File: config.mk
export PLATFORM = sky130hd
export DESIGN_NAME = frm_div
export DESIGN_NICKNAME = d
export VERILOG_FILES = /design/src/sv/frm_div.sv
export SDC_FILE = /design/constraint.sdc
export NUM_CORES = 1
export LEC_CHECK = 0
export BUFFER_PORTS_ARGS = -buffer_cell sky130_fd_sc_hd__clkbuf_2
export CORE_MARGIN = 2
export CORE_UTILIZATION = 50
export CTS_CLUSTER_DIAMETER = 40
export DETAILED_ROUTE_END_ITERATION = 12
export GPL_TIMING_DRIVEN = 0
export PLACE_DENSITY = 0.73
export SKIP_LAST_GASP = 1
export SLEW_MARGIN = 40
export SYNTH_ARGS = -nofsm -noshare
export SYNTH_HDL_FRONTEND = slang
export SYNTH_SLANG_ARGS = --single-unit
File: constraint.sdc
create_clock -name clk -period 3.95 [get_ports clk]
set_input_delay 0.79 -clock clk [delete_from_list [all_inputs] [get_ports clk]]
set_output_delay 0.79 -clock clk [all_outputs]
set_load 0.01 [all_outputs]
File: src/sv/frm_div.sv
// Bit-serial restoring divider with a truncated quotient window and an overflow flag.
module frm_div #(
	parameter int N_W = 64,
	parameter int D_W = 64,
	parameter int Q_W = 32
) (
	input  logic           clk,
	input  logic           arst_n,
	input  logic           start,
	input  logic [N_W-1:0] dividend,
	input  logic [D_W-1:0] divisor,
	output logic           busy,
	output logic [Q_W-1:0] quotient,
	output logic [D_W-1:0] remainder,
	output logic           overflow
);

	localparam int CNT_W = $clog2(N_W);

	logic [N_W-1:0]   dvd_q;
	logic [D_W-1:0]   dsr_q;
	logic [D_W-1:0]   rem_q;
	logic [Q_W-1:0]   quo_q;
	logic             ovf_q;
	logic             busy_q;
	logic [CNT_W-1:0] cnt_q;
	logic [D_W:0]     trial;
	logic [D_W+1:0]   diff;
	logic             take;

	assign trial = {rem_q, dvd_q[N_W-1]};
	assign diff  = {1'b0, trial} - {2'b00, dsr_q};
	assign take  = ~diff[D_W+1];

	always_ff @(posedge clk or negedge arst_n) begin
		if (!arst_n) begin
			busy_q <= 1'b0;
			cnt_q  <= '0;
		end else if (start) begin
			busy_q <= 1'b1;
			cnt_q  <= CNT_W'(N_W - 1);
		end else if (busy_q) begin
			if (cnt_q == '0) begin
				busy_q <= 1'b0;
			end else begin
				cnt_q <= cnt_q - 1'b1;
			end
		end
	end

	// Quotient bits that leave the top of the window mark an overflow.
	always_ff @(posedge clk) begin
		if (start) begin
			dvd_q <= dividend;
			dsr_q <= divisor;
			rem_q <= '0;
			quo_q <= '0;
			ovf_q <= 1'b0;
		end else if (busy_q) begin
			dvd_q <= {dvd_q[N_W-2:0], 1'b0};
			rem_q <= take ? diff[D_W-1:0] : trial[D_W-1:0];
			quo_q <= {quo_q[Q_W-2:0], take};
			ovf_q <= ovf_q | quo_q[Q_W-1];
		end
	end

	assign busy      = busy_q;
	assign quotient  = quo_q;
	assign remainder = rem_q;
	assign overflow  = ovf_q;

endmodule

==> results.yml <==
status:
  status: "finished clean"
logic_synthesis:
  synth-simple-area-share_pct: 13.0
  synth_top_family_by_area: "compound AO/OA/AOI/OAI gates"
  synth_compound_area_share_pct: 16.3
  synthesis.nets: 1541
  yosys.area.top_type_share_pct: 29.4
  muxShareOfSynthArea_pct: 9.51
  synth-seq-cells: 232
  synth_area_leaders: "edfxtp_1 (29%), dfxtp_1 (15%), ha_1 (6.3%)"
  syn_area_um2: 13100
  synth_ff_type: "edfxtp_1"
  ys.warnings.count: 0
  syn_avg_cell_area_um2: 9.72
  async_flop_share_pct: 3.02
  synth_fa_ha_area_share_pct: 6.48
  synth_xor_area_share_pct: 3.82
  yosysTopAreaCell: "edfxtp_1"
  yosysSeqAreaShare_pct: 45.6
  synthCells: 1343
  synth_cell_types: 72
  synth_edf_count: 128
sta:
  final-setup-viol-count: 0
  relSlewSlack_pct: 46.7
  fin_crit_sh_pct: 94.1
  rsz0062_at_grt: "no"
  clock_skew_ns: 0.0226
  worst_slack_ns: 0.233
  period_minus_slack_ns: 3.72
  whs_ns: 0.0931
  hold_violations: 0
  worst_pin_slew_ns: 0.799
  slew_violations: 0
  max_freq_mhz: 269
clock_network:
  cts.sinks: 232
  clkLatencyLatePin_ns: 0.53
  cts_buffers: 36
  h-tree-depth: 2
  cts.clk_slew.worst_paths_ns: 0.05
  post_cts_buffers: 0
  tritoncts: "yes"
  cts_buffer_depth: 3
  cts_resized: 0
  cts_root_buf: "clkbuf_16"
  holdBufCountCts: 0
die:
  boundaryPins: 229
  die_h_um: 166
  rows: 59
  die_area_um2: 27400
  die_x_um: 166
  core_area_um2: 25800
  initial_core_util_pct: 50.5
power:
  p_leak_nw: 7.10
  p_total_mw: 11.8
  ir_worst_vdd_mv: 0.478
  power.density_nw_per_um2: 745
setup_path:
  critPathRequiredTime_ns: 4.41
  cpMaxStageDelayCell: "edfxtp_1"
  end_kind: "flop"
  regToRegStartpoint: "dvd_q[63]$_DFFE_PP_"
  path_max_fanout: 3
  crit_type: "reg2reg"
  worstSetupStartpoint: "dvd_q[63]$_DFFE_PP_"
  worstPathArrival_ns: 4.17
  cpMostUsedCell: "inv_1"
  crit_chain: "inv_1 -> ha_1 -> inv_1 -> fa_1 -> a21o_1 -> a221oi_2 -> o221ai_1 -> a41o_1 -> and4b_1 -> nor3_2 -> o2111ai_1 -> o21ai_0 -> mux2_2 -> a31oi_1"
  critPathMaxStageDelay_ns: 0.40
  start_kind: "flop"
detailed_routing:
  viasPerCell: 5.61
  drt_wl_total_mm: 36.2
  post_drt_wl_per_cell_um: 18.4
  dr.pass1.iters: 5
  via_count: 11100
  drc: 0
  ant_nets: 0
  dr.first_iter.drc_count: 778
placed_design:
  dp_hpwl_mm: 26.7
  gp_congestion: 0.919
  portBuffers: 228
  place_ws_ns: 0.259
  place_inst: 1907
final_layout:
  final_cell_mix: "clkbuf_2 (227), nor2_1 (164), edfxtp_1 (128), a21oi_1 (115), dfxtp_1 (97)"
  fill_cells: 2254
  area_delta_synth_final_pct: 21.3
  drive_above_1_share_pct: 23.6
  layout_commonest_cell: "clkbuf_2"
  nets: 1808
  final_cells: 1973
  antenna_cells: 0
  final_util_pct: 61.3
global_route:
  grt_pass1_wl_mm: 57.8
  grt_overflow: 0
  grtUsageTotal_pct: 25.9
  antenna_found_initial: 1
  grt_max_degree: 66
  grt_pass1_vias: 10900
hold_path:
  hold_path.class: "in2async"
job:
  drv_cap: 0
-- power by group --
group	switching (mW)	internal, mW	total (mW)
clock	1.19	1.88	3.07
sequential	0.449	3.01	3.46
combinational	3.15	2.11	5.26
-- state kept, by name, indices dropped and copies added (netlist names) --
signal and flops:
busy 1, overflow 1, dsr_q 64, quotient 32, remainder 64, cnt_q 6
dvd_q 64
-- cell type report --
cell class              count  area [um2]  share of cell area [%]
multi-input cells         944        6430                    40.6
well taps                 335         419                    2.65
clock inverters            21         219                    1.38
clock buffers              45         955                    6.03
inverters                  90         340                    2.15
plain buffers              77         344                    2.17
flip-flops and latches    232        5960                    37.6
repair buffers            229        1170                    7.39
-- cell usage after synthesis (all sizes together), types with 5 or more instances --
master,n
xnor2,32
a21oi,116
a22oi,5
mux2i,51
clkbuf,54
mux2,65
nand2b,14
inv,90
buf,23
nand3,11
nor2,164
o31a,5
o211ai,9
or3,5
and3,10
dfxtp,97
nand4,30
and2,6
edfxtp,128
a211oi,41
nand2,89
a21o,17
dfrtp,7
a31oi,9
a311oi,6
nor2b,6
nor3,16
xor2,25
ha,66
o21ai,65
o21a,8
o21bai,16
-- worst max-delay path: cells and delay by family, from the launching register on --
kind                     cells  cell delay (ns)
AO/OA/AOI/OAI                7             1.80
adder cells (fa/ha/maj)      2             0.56
AND/OR/NAND/NOR              2             0.46
flip-flops                   1             0.40
multiplexers                 1             0.30
buffers and inverters        2             0.13
-- cell families (layout without fill, tap and decap cells) --
kind of cell               after synthesis  count (layout)
AOI/OAI and AO/OA                      333             333
xor gates and xnor gates                57              57
adders and majority gates               67              67
buffers and inverters                  167             462
DFF                                    232             232
muxes                                  116             116
and+or+nand+nor                        371             371
-- per-stage QoR --
stage / cell area (um2) / setup TNS, ns
2_1_floorplan: 13100 / 0
3_3_place_gp: 14600 / -71.19
3_5_place_dp: 14700 / 0
4_1_cts: 15800 / 0
5_1_grt: 15800 / 0
6_report: 15800 / 0
-- routing by layer --
metal | vias to the layer above | track usage (%) | share of wire [%]
met5 | - | 0 | 0
met4 | 0 | 8.13 | 2.5
met3 | 64 | 6.62 | 9.0
met2 | 420 | 40.6 | 45
met1 | 5207 | 35.2 | 44
li1 | 5385 | - | -
-- path summary, 6_finish.rpt --
check / endpoint / slack, ns / cells after the start
setup / recovery: remainder[60]$_SDFFE_PP0P_ / 0.23 / 14
hold / removal: cnt_q[2]$_DFFE_PN0P_ / 0.09 / 1
setup reg to reg: remainder[60]$_SDFFE_PP0P_ / 0.23 / 14
hold reg to reg: overflow$_SDFFE_PP0P_ / 0.48 / 2
max in group asynchronous: cnt_q[5]$_DFFE_PN0P_ / 3.68 / 1
min in group clk: dsr_q[61]$_DFFE_PP_ / 0.43 / 1
No activity file was read; power rests on OpenSTA's default activity.
