==> config.mk <==
export PLATFORM = sky130hd
export DESIGN_NAME = frm_ema
export DESIGN_NICKNAME = d
export VERILOG_FILES = /design/src/sv/frm_pkg.sv /design/src/sv/frm_ema.sv
export SDC_FILE = /design/constraint.sdc
export NUM_CORES = 1
export LEC_CHECK = 0
export BUFFER_PORTS_ARGS = -buffer_cell sky130_fd_sc_hd__buf_2
export CORE_ASPECT_RATIO = 1.5
export CORE_MARGIN = 5
export CORE_UTILIZATION = 50
export DETAILED_ROUTE_END_ITERATION = 16
export PLACE_DENSITY = 0.77
export SKIP_LAST_GASP = 1
export SYNTH_ARGS = -nofsm -noshare
export SYNTH_HDL_FRONTEND = slang
export SYNTH_SLANG_ARGS = --single-unit
==> constraint.sdc <==
create_clock -name clk -period 16.67 [get_ports clk]
set_clock_uncertainty 0.1 [all_clocks]
set_input_delay 3.334 -clock clk [delete_from_list [all_inputs] [get_ports clk]]
set_output_delay 3.334 -clock clk [all_outputs]
set_load 0.005 [all_outputs]
==> src/sv/frm_pkg.sv <==
// Shared constants and types for the frame rate meter.
package frm_pkg;

	localparam int TS_W  = 64;
	localparam int FPS_W = 24;
	localparam int PER_W = 32;
	localparam int CFG_W = 32;
	localparam int MIX_W = 28;

	localparam logic [CFG_W-1:0] INTERVAL_RESET = 32'd250_000_000;
	localparam logic [TS_W-1:0]  NS_PER_MS      = 64'd1_000_000;
	localparam logic [TS_W-1:0]  RATE_SCALE     = 64'd256_000_000_000;
	localparam logic [FPS_W-1:0] MAX_FPS        = 24'hFF_FFFF;
	localparam logic [PER_W-1:0] MAX_PER        = 32'hFFFF_FFFF;

	localparam int               RECIP_SH = 32;
	localparam int               RECIP_W  = 29;
	localparam logic [RECIP_W-1:0] RECIP_TEN = 29'd429_496_730;

	typedef logic [TS_W-1:0] ts_t;

endpackage

==> src/sv/frm_ema.sv <==
// Two-stage exponential smoothing of the frame rate with rounding.
module frm_ema import frm_pkg::*; (
	input  logic             clk,
	input  logic             arst_n,
	input  logic             go,
	input  logic [FPS_W-1:0] avg_old,
	input  logic [FPS_W-1:0] rate_new,
	output logic             done,
	output logic [FPS_W-1:0] avg_new
);

	localparam int PROD_W = MIX_W + RECIP_W;

	logic                  v_s1;
	logic                  v_s2;
	logic [MIX_W-1:0]      mix_s1;
	logic                  seed_s1;
	logic [FPS_W-1:0]      rate_s1;
	logic [PROD_W-1:0]     prod_s2;
	logic                  seed_s2;
	logic [FPS_W-1:0]      rate_s2;

	always_ff @(posedge clk or negedge arst_n) begin
		if (!arst_n) begin
			v_s1 <= 1'b0;
			v_s2 <= 1'b0;
		end else begin
			v_s1 <= go;
			v_s2 <= v_s1;
		end
	end

	// Division by ten is a multiply by its scaled reciprocal, exact below 2^30.
	always_ff @(posedge clk) begin
		mix_s1  <= MIX_W'(7) * MIX_W'(avg_old) + MIX_W'(3) * MIX_W'(rate_new) + MIX_W'(5);
		seed_s1 <= (avg_old == '0);
		rate_s1 <= rate_new;
		prod_s2 <= PROD_W'(mix_s1) * PROD_W'(RECIP_TEN);
		seed_s2 <= seed_s1;
		rate_s2 <= rate_s1;
	end

	assign done    = v_s2;
	assign avg_new = seed_s2 ? rate_s2 : prod_s2[RECIP_SH+FPS_W-1:RECIP_SH];

endmodule

==> impl_metrics.csv, run 1 <==
group,metric,value,unit
layout,drive_above_1_share,0.0685,
layout,final_cell_area,20000,µm²
critical_path,cp_max_fo,5,
critical_path,cp.arrival,7.76,ns
timing,rsz0062_at_grt,"no",
detailed_routing,ant_nets,0,
logic_synthesis,ys.warnings.count,0,
timing,slew_headroom,0.195,
logic_synthesis,synth_edf_count,0,
logic_synthesis,synthFlopType,"dfxtp_1",
logic_synthesis,synth_area_leaders,"fa_1, ha_1, inv_1",
detailed_routing,drc,0,
logic_synthesis,synth_area_leader_cell,"fa_1",
logic_synthesis,ys_seq_area_frac,0.112,
min_path,worst_hold_path_type,"reg2reg",
layout,utilization,0.542,
critical_path,regToRegSetupSlack,9.10,ns
clocking,cts_hold_buf,0,
floorplan,dieArea,41400,µm²
detailed_routing,drt_wl_total,44.9,mm
detailed_routing,drtIter0Drc,455,
timing,fin_crit_sh,0.454,
timing,final-setup-viol-count,0,
grt,grt_max_degree,25,
layout,nets,2668,
floorplan,die_x,168,µm
grt,grt_pass1_wl,72.2,mm
critical_path,worstSetupEndpointType,"flop",
clocking,worstSkewPairLatency,0.37,ns
clocking,cts_made_buffers,9,
clocking,clk_pin_slew_worst_paths,0.08,ns
placed_design,hpwl,41.1,mm
detailed_routing,dr_wl_met2,24.9,mm
logic_synthesis,synth_seq_cells,104,
detailed_routing,viasPerCell,5.12,
logic_synthesis,synth-async-reset-ratio,0.0192,
clocking,cts_buffer_depth,2,
timing,hold_violations,0,
logic_synthesis,synthesis.area,18700,µm²
run_status,outcome,"completed",
timing,max_clock_freq,132,MHz
job,max_cap_violations,0,
grt,grt_util_all_layers,0.226,
detailed_routing,firstDrtPassIters,4,
placed_design,gp_congestion,1.04,
critical_path,critPathKind,"reg2reg",
clocking,post-cts-setup-buffer-count,0,
clocking,ctsResizeCount,0,
layout,area_delta_synth_final,6.93,%
detailed_routing,wl_met3,1.38,mm
critical_path,crit_required,16.86,ns
layout,antenna_cells,0,
floorplan,rows,86,
floorplan,ios,76,
clocking,cts_tree,"yes",
critical_path,critPathLaunchType,"flop",
placed_design,io_buffers,75,
timing,fin_crit,7.57,ns
clocking,h-tree-depth,3,
logic_synthesis,yosysUniqueCellTypes,51,
clocking,cts-root-buf,"clkbuf_16",
floorplan,fp.coreArea,36800,µm²
logic_synthesis,postSynthNetCount,2588,
placed_design,placed_cell_area,19600,µm²
timing,setup-tns-final,0,ns
logic_synthesis,syn_inst,1828,
clocking,cts.sinks,104,
detailed_routing,top_layer_used,"met4",
detailed_routing,vias,12300,
floorplan,die_h,247,µm
grt,antenna_found_initial,0,
detailed_routing,wl_per_cell,18.7,µm
timing,worst_slew_pin_slew,1.21,ns
grt,grt_overflow,0,
logic_synthesis,synth_top_area_frac,0.397,
floorplan,start_util,0.507,
grt,grt_pass1_vias,14000,
detailed_routing,wl_met1,15.2,mm
logic_synthesis,syn_area_per_cell,10.2,µm²
timing,timing.final.max_slew_violations,0,
[layout by cell type, fill, tap and decap left out, drive strengths merged, types with 6 or more instances in the layout]
| cell type | n |
|---|---|
| a21oi | 52 |
| a31oi | 7 |
| a21o | 28 |
| nand4 | 13 |
| o21bai | 10 |
| nand2 | 27 |
| dfxtp | 102 |
| fa | 370 |
| xnor2 | 41 |
| ha | 339 |
| inv | 664 |
| buf | 75 |
| clkbuf | 9 |
| o21ai | 28 |
| xor2 | 22 |
| nor2 | 24 |
| mux2 | 24 |
| nor2b | 6 |
[cells by family (layout without fill, tap and decap cells)]
logic type               count (synthesis)  count (layout)  synth area share
buffers and inverters                  667             752             0.134
multiplexers                            24              24            0.0145
flip-flops                             104             104             0.112
XOR/XNOR                                63              63            0.0296
AND/OR/NAND/NOR                        105             105            0.0291
adder cells (fa/ha/maj)                709             709             0.624
AO/OA/AOI/OAI                          156             156            0.0563
[worst max-delay path: stages (launching register included)]
cell and delay (ns):
dfxtp_1 0.55, ha_1 0.49, inv_1 0.22, fa_1 0.57, inv_1 0.05, fa_1 0.49, fa_1 0.51, inv_1 0.05
fa_1 0.53, inv_1 0.05, fa_1 0.47, inv_1 0.05, fa_1 0.47, inv_1 0.04, ha_1 0.45, and4_1 0.41
nand2_1 0.13, nor3b_1 0.52, a311oi_1 0.36, o31ai_1 0.49, a21oi_1 0.17, o21bai_1 0.17, xnor2_1 0.13
[metrics by stage]
stage	hold slack (ns)	std cells	setup slack, ns
2_1_floorplan	0.210	1828	9.40
3_3_place_gp	0.210	2381	8.93
3_5_place_dp	0.212	2381	8.87
4_1_cts	0.228	2397	9.03
5_1_grt	0.233	2397	8.75
6_report	0.228	2397	9.10
[flip-flops by register name, summed over array words and instances (netlist names)]
| signal | count |
|---|---|
| mix_s1 | 28 |
| prod_s2 | 24 |
| rate_s1 | 24 |
| rate_s2 | 24 |
| done | 1 |
| seed_s1 | 1 |
| seed_s2 | 1 |
| v_s1 | 1 |
[synthesized netlist by cell type, types with 22 or more instances]
master,count
a21o_1,28
a21oi_1,49
dfxtp_1,102
fa_1,370
ha_1,339
inv_1,661
mux2_2,24
nand2_1,27
nor2_1,24
o21ai_0,22
xnor2_1,41
xor2_1,22
[layer usage]
layer | track usage | up-vias
met1 | 0.232 | 6209
met4 | 0.142 | 0
met3 | 0.0215 | 143
li1 | - | 5619
met2 | 0.435 | 290
met5 | 0 | -
[final timing paths]
check	end	startpoint	cells past startpoint
setup / recovery	prod_s2[55]	mix_s1[14]	22
hold / removal	rate_s2[20]	rate_s1[20]	0
setup reg to reg	prod_s2[55]	mix_s1[14]	22
hold reg to reg	rate_s2[20]	rate_s1[20]	0
max in group asynchronous	v_s1	arst_n	1
min in group asynchronous	done	arst_n	1
[final cells by class]
type,instances,area (µm²)
well taps,484,606
clock buffers,9,225
fillers,3242,16800
multi-input cells,1057,14100
inverters,661,2480
flip-flops and latches,104,2090
clock inverters,7,110
repair buffers,75,375
Power of run 1 is not shown: default switching activity piles up to over one toggle a cycle in this logic, so the estimate is an artifact.
==> run 2, diff against run 1 <==
--- a/config.mk
+++ b/config.mk
@@ -5,12 +5,13 @@
 export SDC_FILE = /design/constraint.sdc
 export NUM_CORES = 1
 export LEC_CHECK = 0
+export ABC_AREA = 1
 export BUFFER_PORTS_ARGS = -buffer_cell sky130_fd_sc_hd__buf_2
 export CORE_ASPECT_RATIO = 1.5
 export CORE_MARGIN = 5
 export CORE_UTILIZATION = 50
 export DETAILED_ROUTE_END_ITERATION = 16
-export PLACE_DENSITY = 0.77
+export PLACE_DENSITY = 0.79
 export SKIP_LAST_GASP = 1
 export SYNTH_ARGS = -nofsm -noshare
 export SYNTH_HDL_FRONTEND = slang
==> constraint.sdc (replaced) <==
create_clock -name clk -period 6.32 [get_ports clk]
set_clock_uncertainty 0.1 [all_clocks]
set_input_delay 1.264 -clock clk [delete_from_list [all_inputs] [get_ports clk]]
set_output_delay 1.264 -clock clk [all_outputs]
set_load 0.005 [all_outputs]
==> impl_metrics.csv, run 2 <==
group,metric,value,unit
run_status,outcome,"completed",
timing,final-setup-viol-count,0,
clocking,h-tree-depth,3,
floorplan,ios,76,
critical_path,path_cells,"ha_1 -> buf_4 -> ha_1 -> inv_1 -> fa_1 -> inv_1 -> fa_1 -> fa_1 -> fa_1 -> inv_1 -> fa_1 -> inv_1 -> ha_1 -> nand2_1 -> o21ai_0 -> a21oi_1 -> o21ai_0 -> nand2_1 -> nand4_1 -> nand2_1",
timing,fin_crit,6.09,ns
logic_synthesis,synth_edf_count,0,
clocking,cts_made_buffers,9,
logic_synthesis,synth_area_leader_cell,"fa_1",
logic_synthesis,syn_inst,2346,
logic_synthesis,synth_area_leaders,"fa_1, ha_1, inv_1",
logic_synthesis,synthFlopType,"dfxtp_1",
critical_path,critPathKind,"reg2reg",
grt,grt_util_all_layers,0.305,
layout,antenna_cells,0,
job,max_cap_violations,0,
critical_path,path_common_cell,"fa_1",
logic_synthesis,syn_area_per_cell,8.78,µm²
floorplan,start_util,0.503,
critical_path,r2r_start,"mix_s1[15]",
logic_synthesis,ys_seq_area_frac,0.102,
clocking,cts-root-buf,"clkbuf_16",
placed_design,gp_congestion,1.05,
critical_path,r2r.worst_path.cells,20,
critical_path,worstSetupEndpointType,"flop",
timing,hold_violations,0,
critical_path,critPathLaunchType,"flop",
placed_design,hpwl,61.3,mm
critical_path,crit_buf_inv,5,
logic_synthesis,synth_common_cells,"inv_1, fa_1, ha_1",
layout,final_common_cell,"inv_1",
layout,regMostFlops,"mix_s1",
critical_path,cp.arrival,6.28,ns
logic_synthesis,synth_seq_cells,104,
detailed_routing,viasPerCell,5.25,
logic_synthesis,ys.warnings.count,0,
placed_design,place_worst_setup_slack,0.0338,ns
timing,setup_ws,0.234,ns
detailed_routing,drc,0,
floorplan,die_h,259,µm
grt,antenna_found_initial,2,
timing,fin_crit_sh,0.963,
critical_path,crit_family,"adder cells",
critical_path,critPathLaunch,"mix_s1[15]",
grt,grt_overflow,0,
critical_path,cpMaxStageDelayCell,"fa_1",
clocking,ctsResizeCount,0,
layout,nets,3234,
floorplan,die_x,176,µm
detailed_routing,vias,15700,
layout,drive_above_1_share,0.0920,
clocking,clk_pin_slew_worst_paths,0.10,ns
timing,worst_slew_pin_slew,1.25,ns
timing,slew_headroom,0.162,
logic_synthesis,synthesis.area,20600,µm²
clocking,cts_tree,"yes",
critical_path,endpoint,"prod_s2[48]",
detailed_routing,drtIter0Drc,860,
layout,fillerInstances,3810,
critical_path,critical_path.max_stage_delay,0.68,ns
detailed_routing,wl_per_cell,22.4,µm
min_path,worst_hold_path_type,"reg2reg",
detailed_routing,firstDrtPassIters,5,
clocking,worstSkewPairLatency,0.40,ns
logic_synthesis,yosysMostFrequentCell,"inv_1",
layout,area_delta_synth_final,8.29,%
critical_path,timing.rr.end,"prod_s2[48]",
floorplan,dieArea,45500,µm²
layout,mostFrequentLayoutCells,"inv_1, fa_1, ha_1",
logic_synthesis,postSynthNetCount,3106,
critical_path,crit_required,6.51,ns
detailed_routing,ant_nets,0,
layout,largest_reg_flops,28,
logic_synthesis,synth_top_area_frac,0.359,
min_path,worstHoldPathCells,0,
placed_design,io_buffers,75,
grt,grt_pass1_wl,102,mm
floorplan,fp.coreArea,41000,µm²
grt,grt_pass1_vias,17600,
detailed_routing,drt_wl_total,66.8,mm
grt,grt_max_degree,25,
critical_path,cp_max_fo,5,
timing,timing.final.max_slew_violations,0,
clocking,post-cts-setup-buffer-count,0,
critical_path,regToRegSetupSlack,0.23,ns
floorplan,rows,91,
timing,rsz0062_at_grt,"no",
clocking,cts_buffer_depth,2,
logic_synthesis,synth-async-reset-ratio,0.0192,
critical_path,path_depth,20,
logic_synthesis,yosysUniqueCellTypes,43,
clocking,cts.sinks,104,
timing,max_clock_freq,164,MHz
clocking,cts_hold_buf,0,
[run 2: cell count changes after synthesis, moves of 9 or more]
cell and delta:
xnor2_1 -30, nand3_1 +45, nand2_1 +233, xor2_1 +11
a21o_1 -14, nor3_1 +11, nor2_1 +92, o21ai_0 +30
nand4_1 +9, inv_1 +93, a21oi_1 +47, nand2_2 +13
[run 2: area by class of cell]
type,count,area [µm²],share of cell area
timing repair buffer,123,736,0.0330
clock buffer,9,225,0.0101
multi-input combinational,1478,15700,0.702
sequential,104,2100,0.0942
inverter,758,2850,0.128
clock inverter,7,91.3,0.00409
tap,511,639,0.0287
[run 2: worst min-delay path by stage]
stage | endpoint | startpoint
3_3_place_gp | rate_s2[4] | rate_s1[4]
5_1_grt | rate_s2[2] | rate_s1[2]
3_5_place_dp | rate_s2[20] | rate_s1[20]
6_report | rate_s2[14] | rate_s1[14]
2_1_floorplan | rate_s2[0] | rate_s1[0]
4_1_cts | rate_s2[2] | rate_s1[2]
[run 2: logic make-up after synthesis]
family	after synthesis	synth area share
fa+ha+maj	709	0.565
xor+xnor	44	0.0187
compound gates	193	0.0528
buf+inv	764	0.139
flops	104	0.102
simple gates	508	0.109
mux	24	0.0131
[run 2: routing by layer]
layer | track usage | wire [µm] | share of wire
met5 | 0 | 0 | 0
met4 | 0.228 | 6540 | 0.098
met3 | 0.0277 | 2380 | 0.036
met2 | 0.562 | 35300 | 0.53
met1 | 0.318 | 22600 | 0.34
[run 2: stage by stage]
| step | hold WS [ns] | instance area [µm²] | TNS [ns] | util | instances |
|---|---|---|---|---|---|
| final | 0.232 | 22300 | 0 | 0.544 | 2990 |
| after global routing | 0.238 | 22300 | 0 | 0.544 | 2990 |
| after CTS | 0.232 | 22300 | 0 | 0.543 | 2990 |
| after detailed placement | 0.212 | 22000 | 0 | 0.536 | 2974 |
| after global placement | 0.211 | 22000 | -0.00267 | 0.536 | 2974 |
| after floorplan | 0.210 | 20600 | 0 | - | 2346 |
[run 2: worst reg2reg max path, stage by stage (launching register included)]
cell and delay (ns):
dfxtp_1 0.50, ha_1 0.36, buf_4 0.20, ha_1 0.28, inv_1 0.05, fa_1 0.50
inv_1 0.05, fa_1 0.68, fa_1 0.50, fa_1 0.56, inv_1 0.05, fa_1 0.47
inv_1 0.05, ha_1 0.30, nand2_1 0.13, o21ai_0 0.45, a21oi_1 0.16, o21ai_0 0.29
nand2_1 0.15, nand4_1 0.10, nand2_1 0.06
Power of run 2 is left out for the same reason.
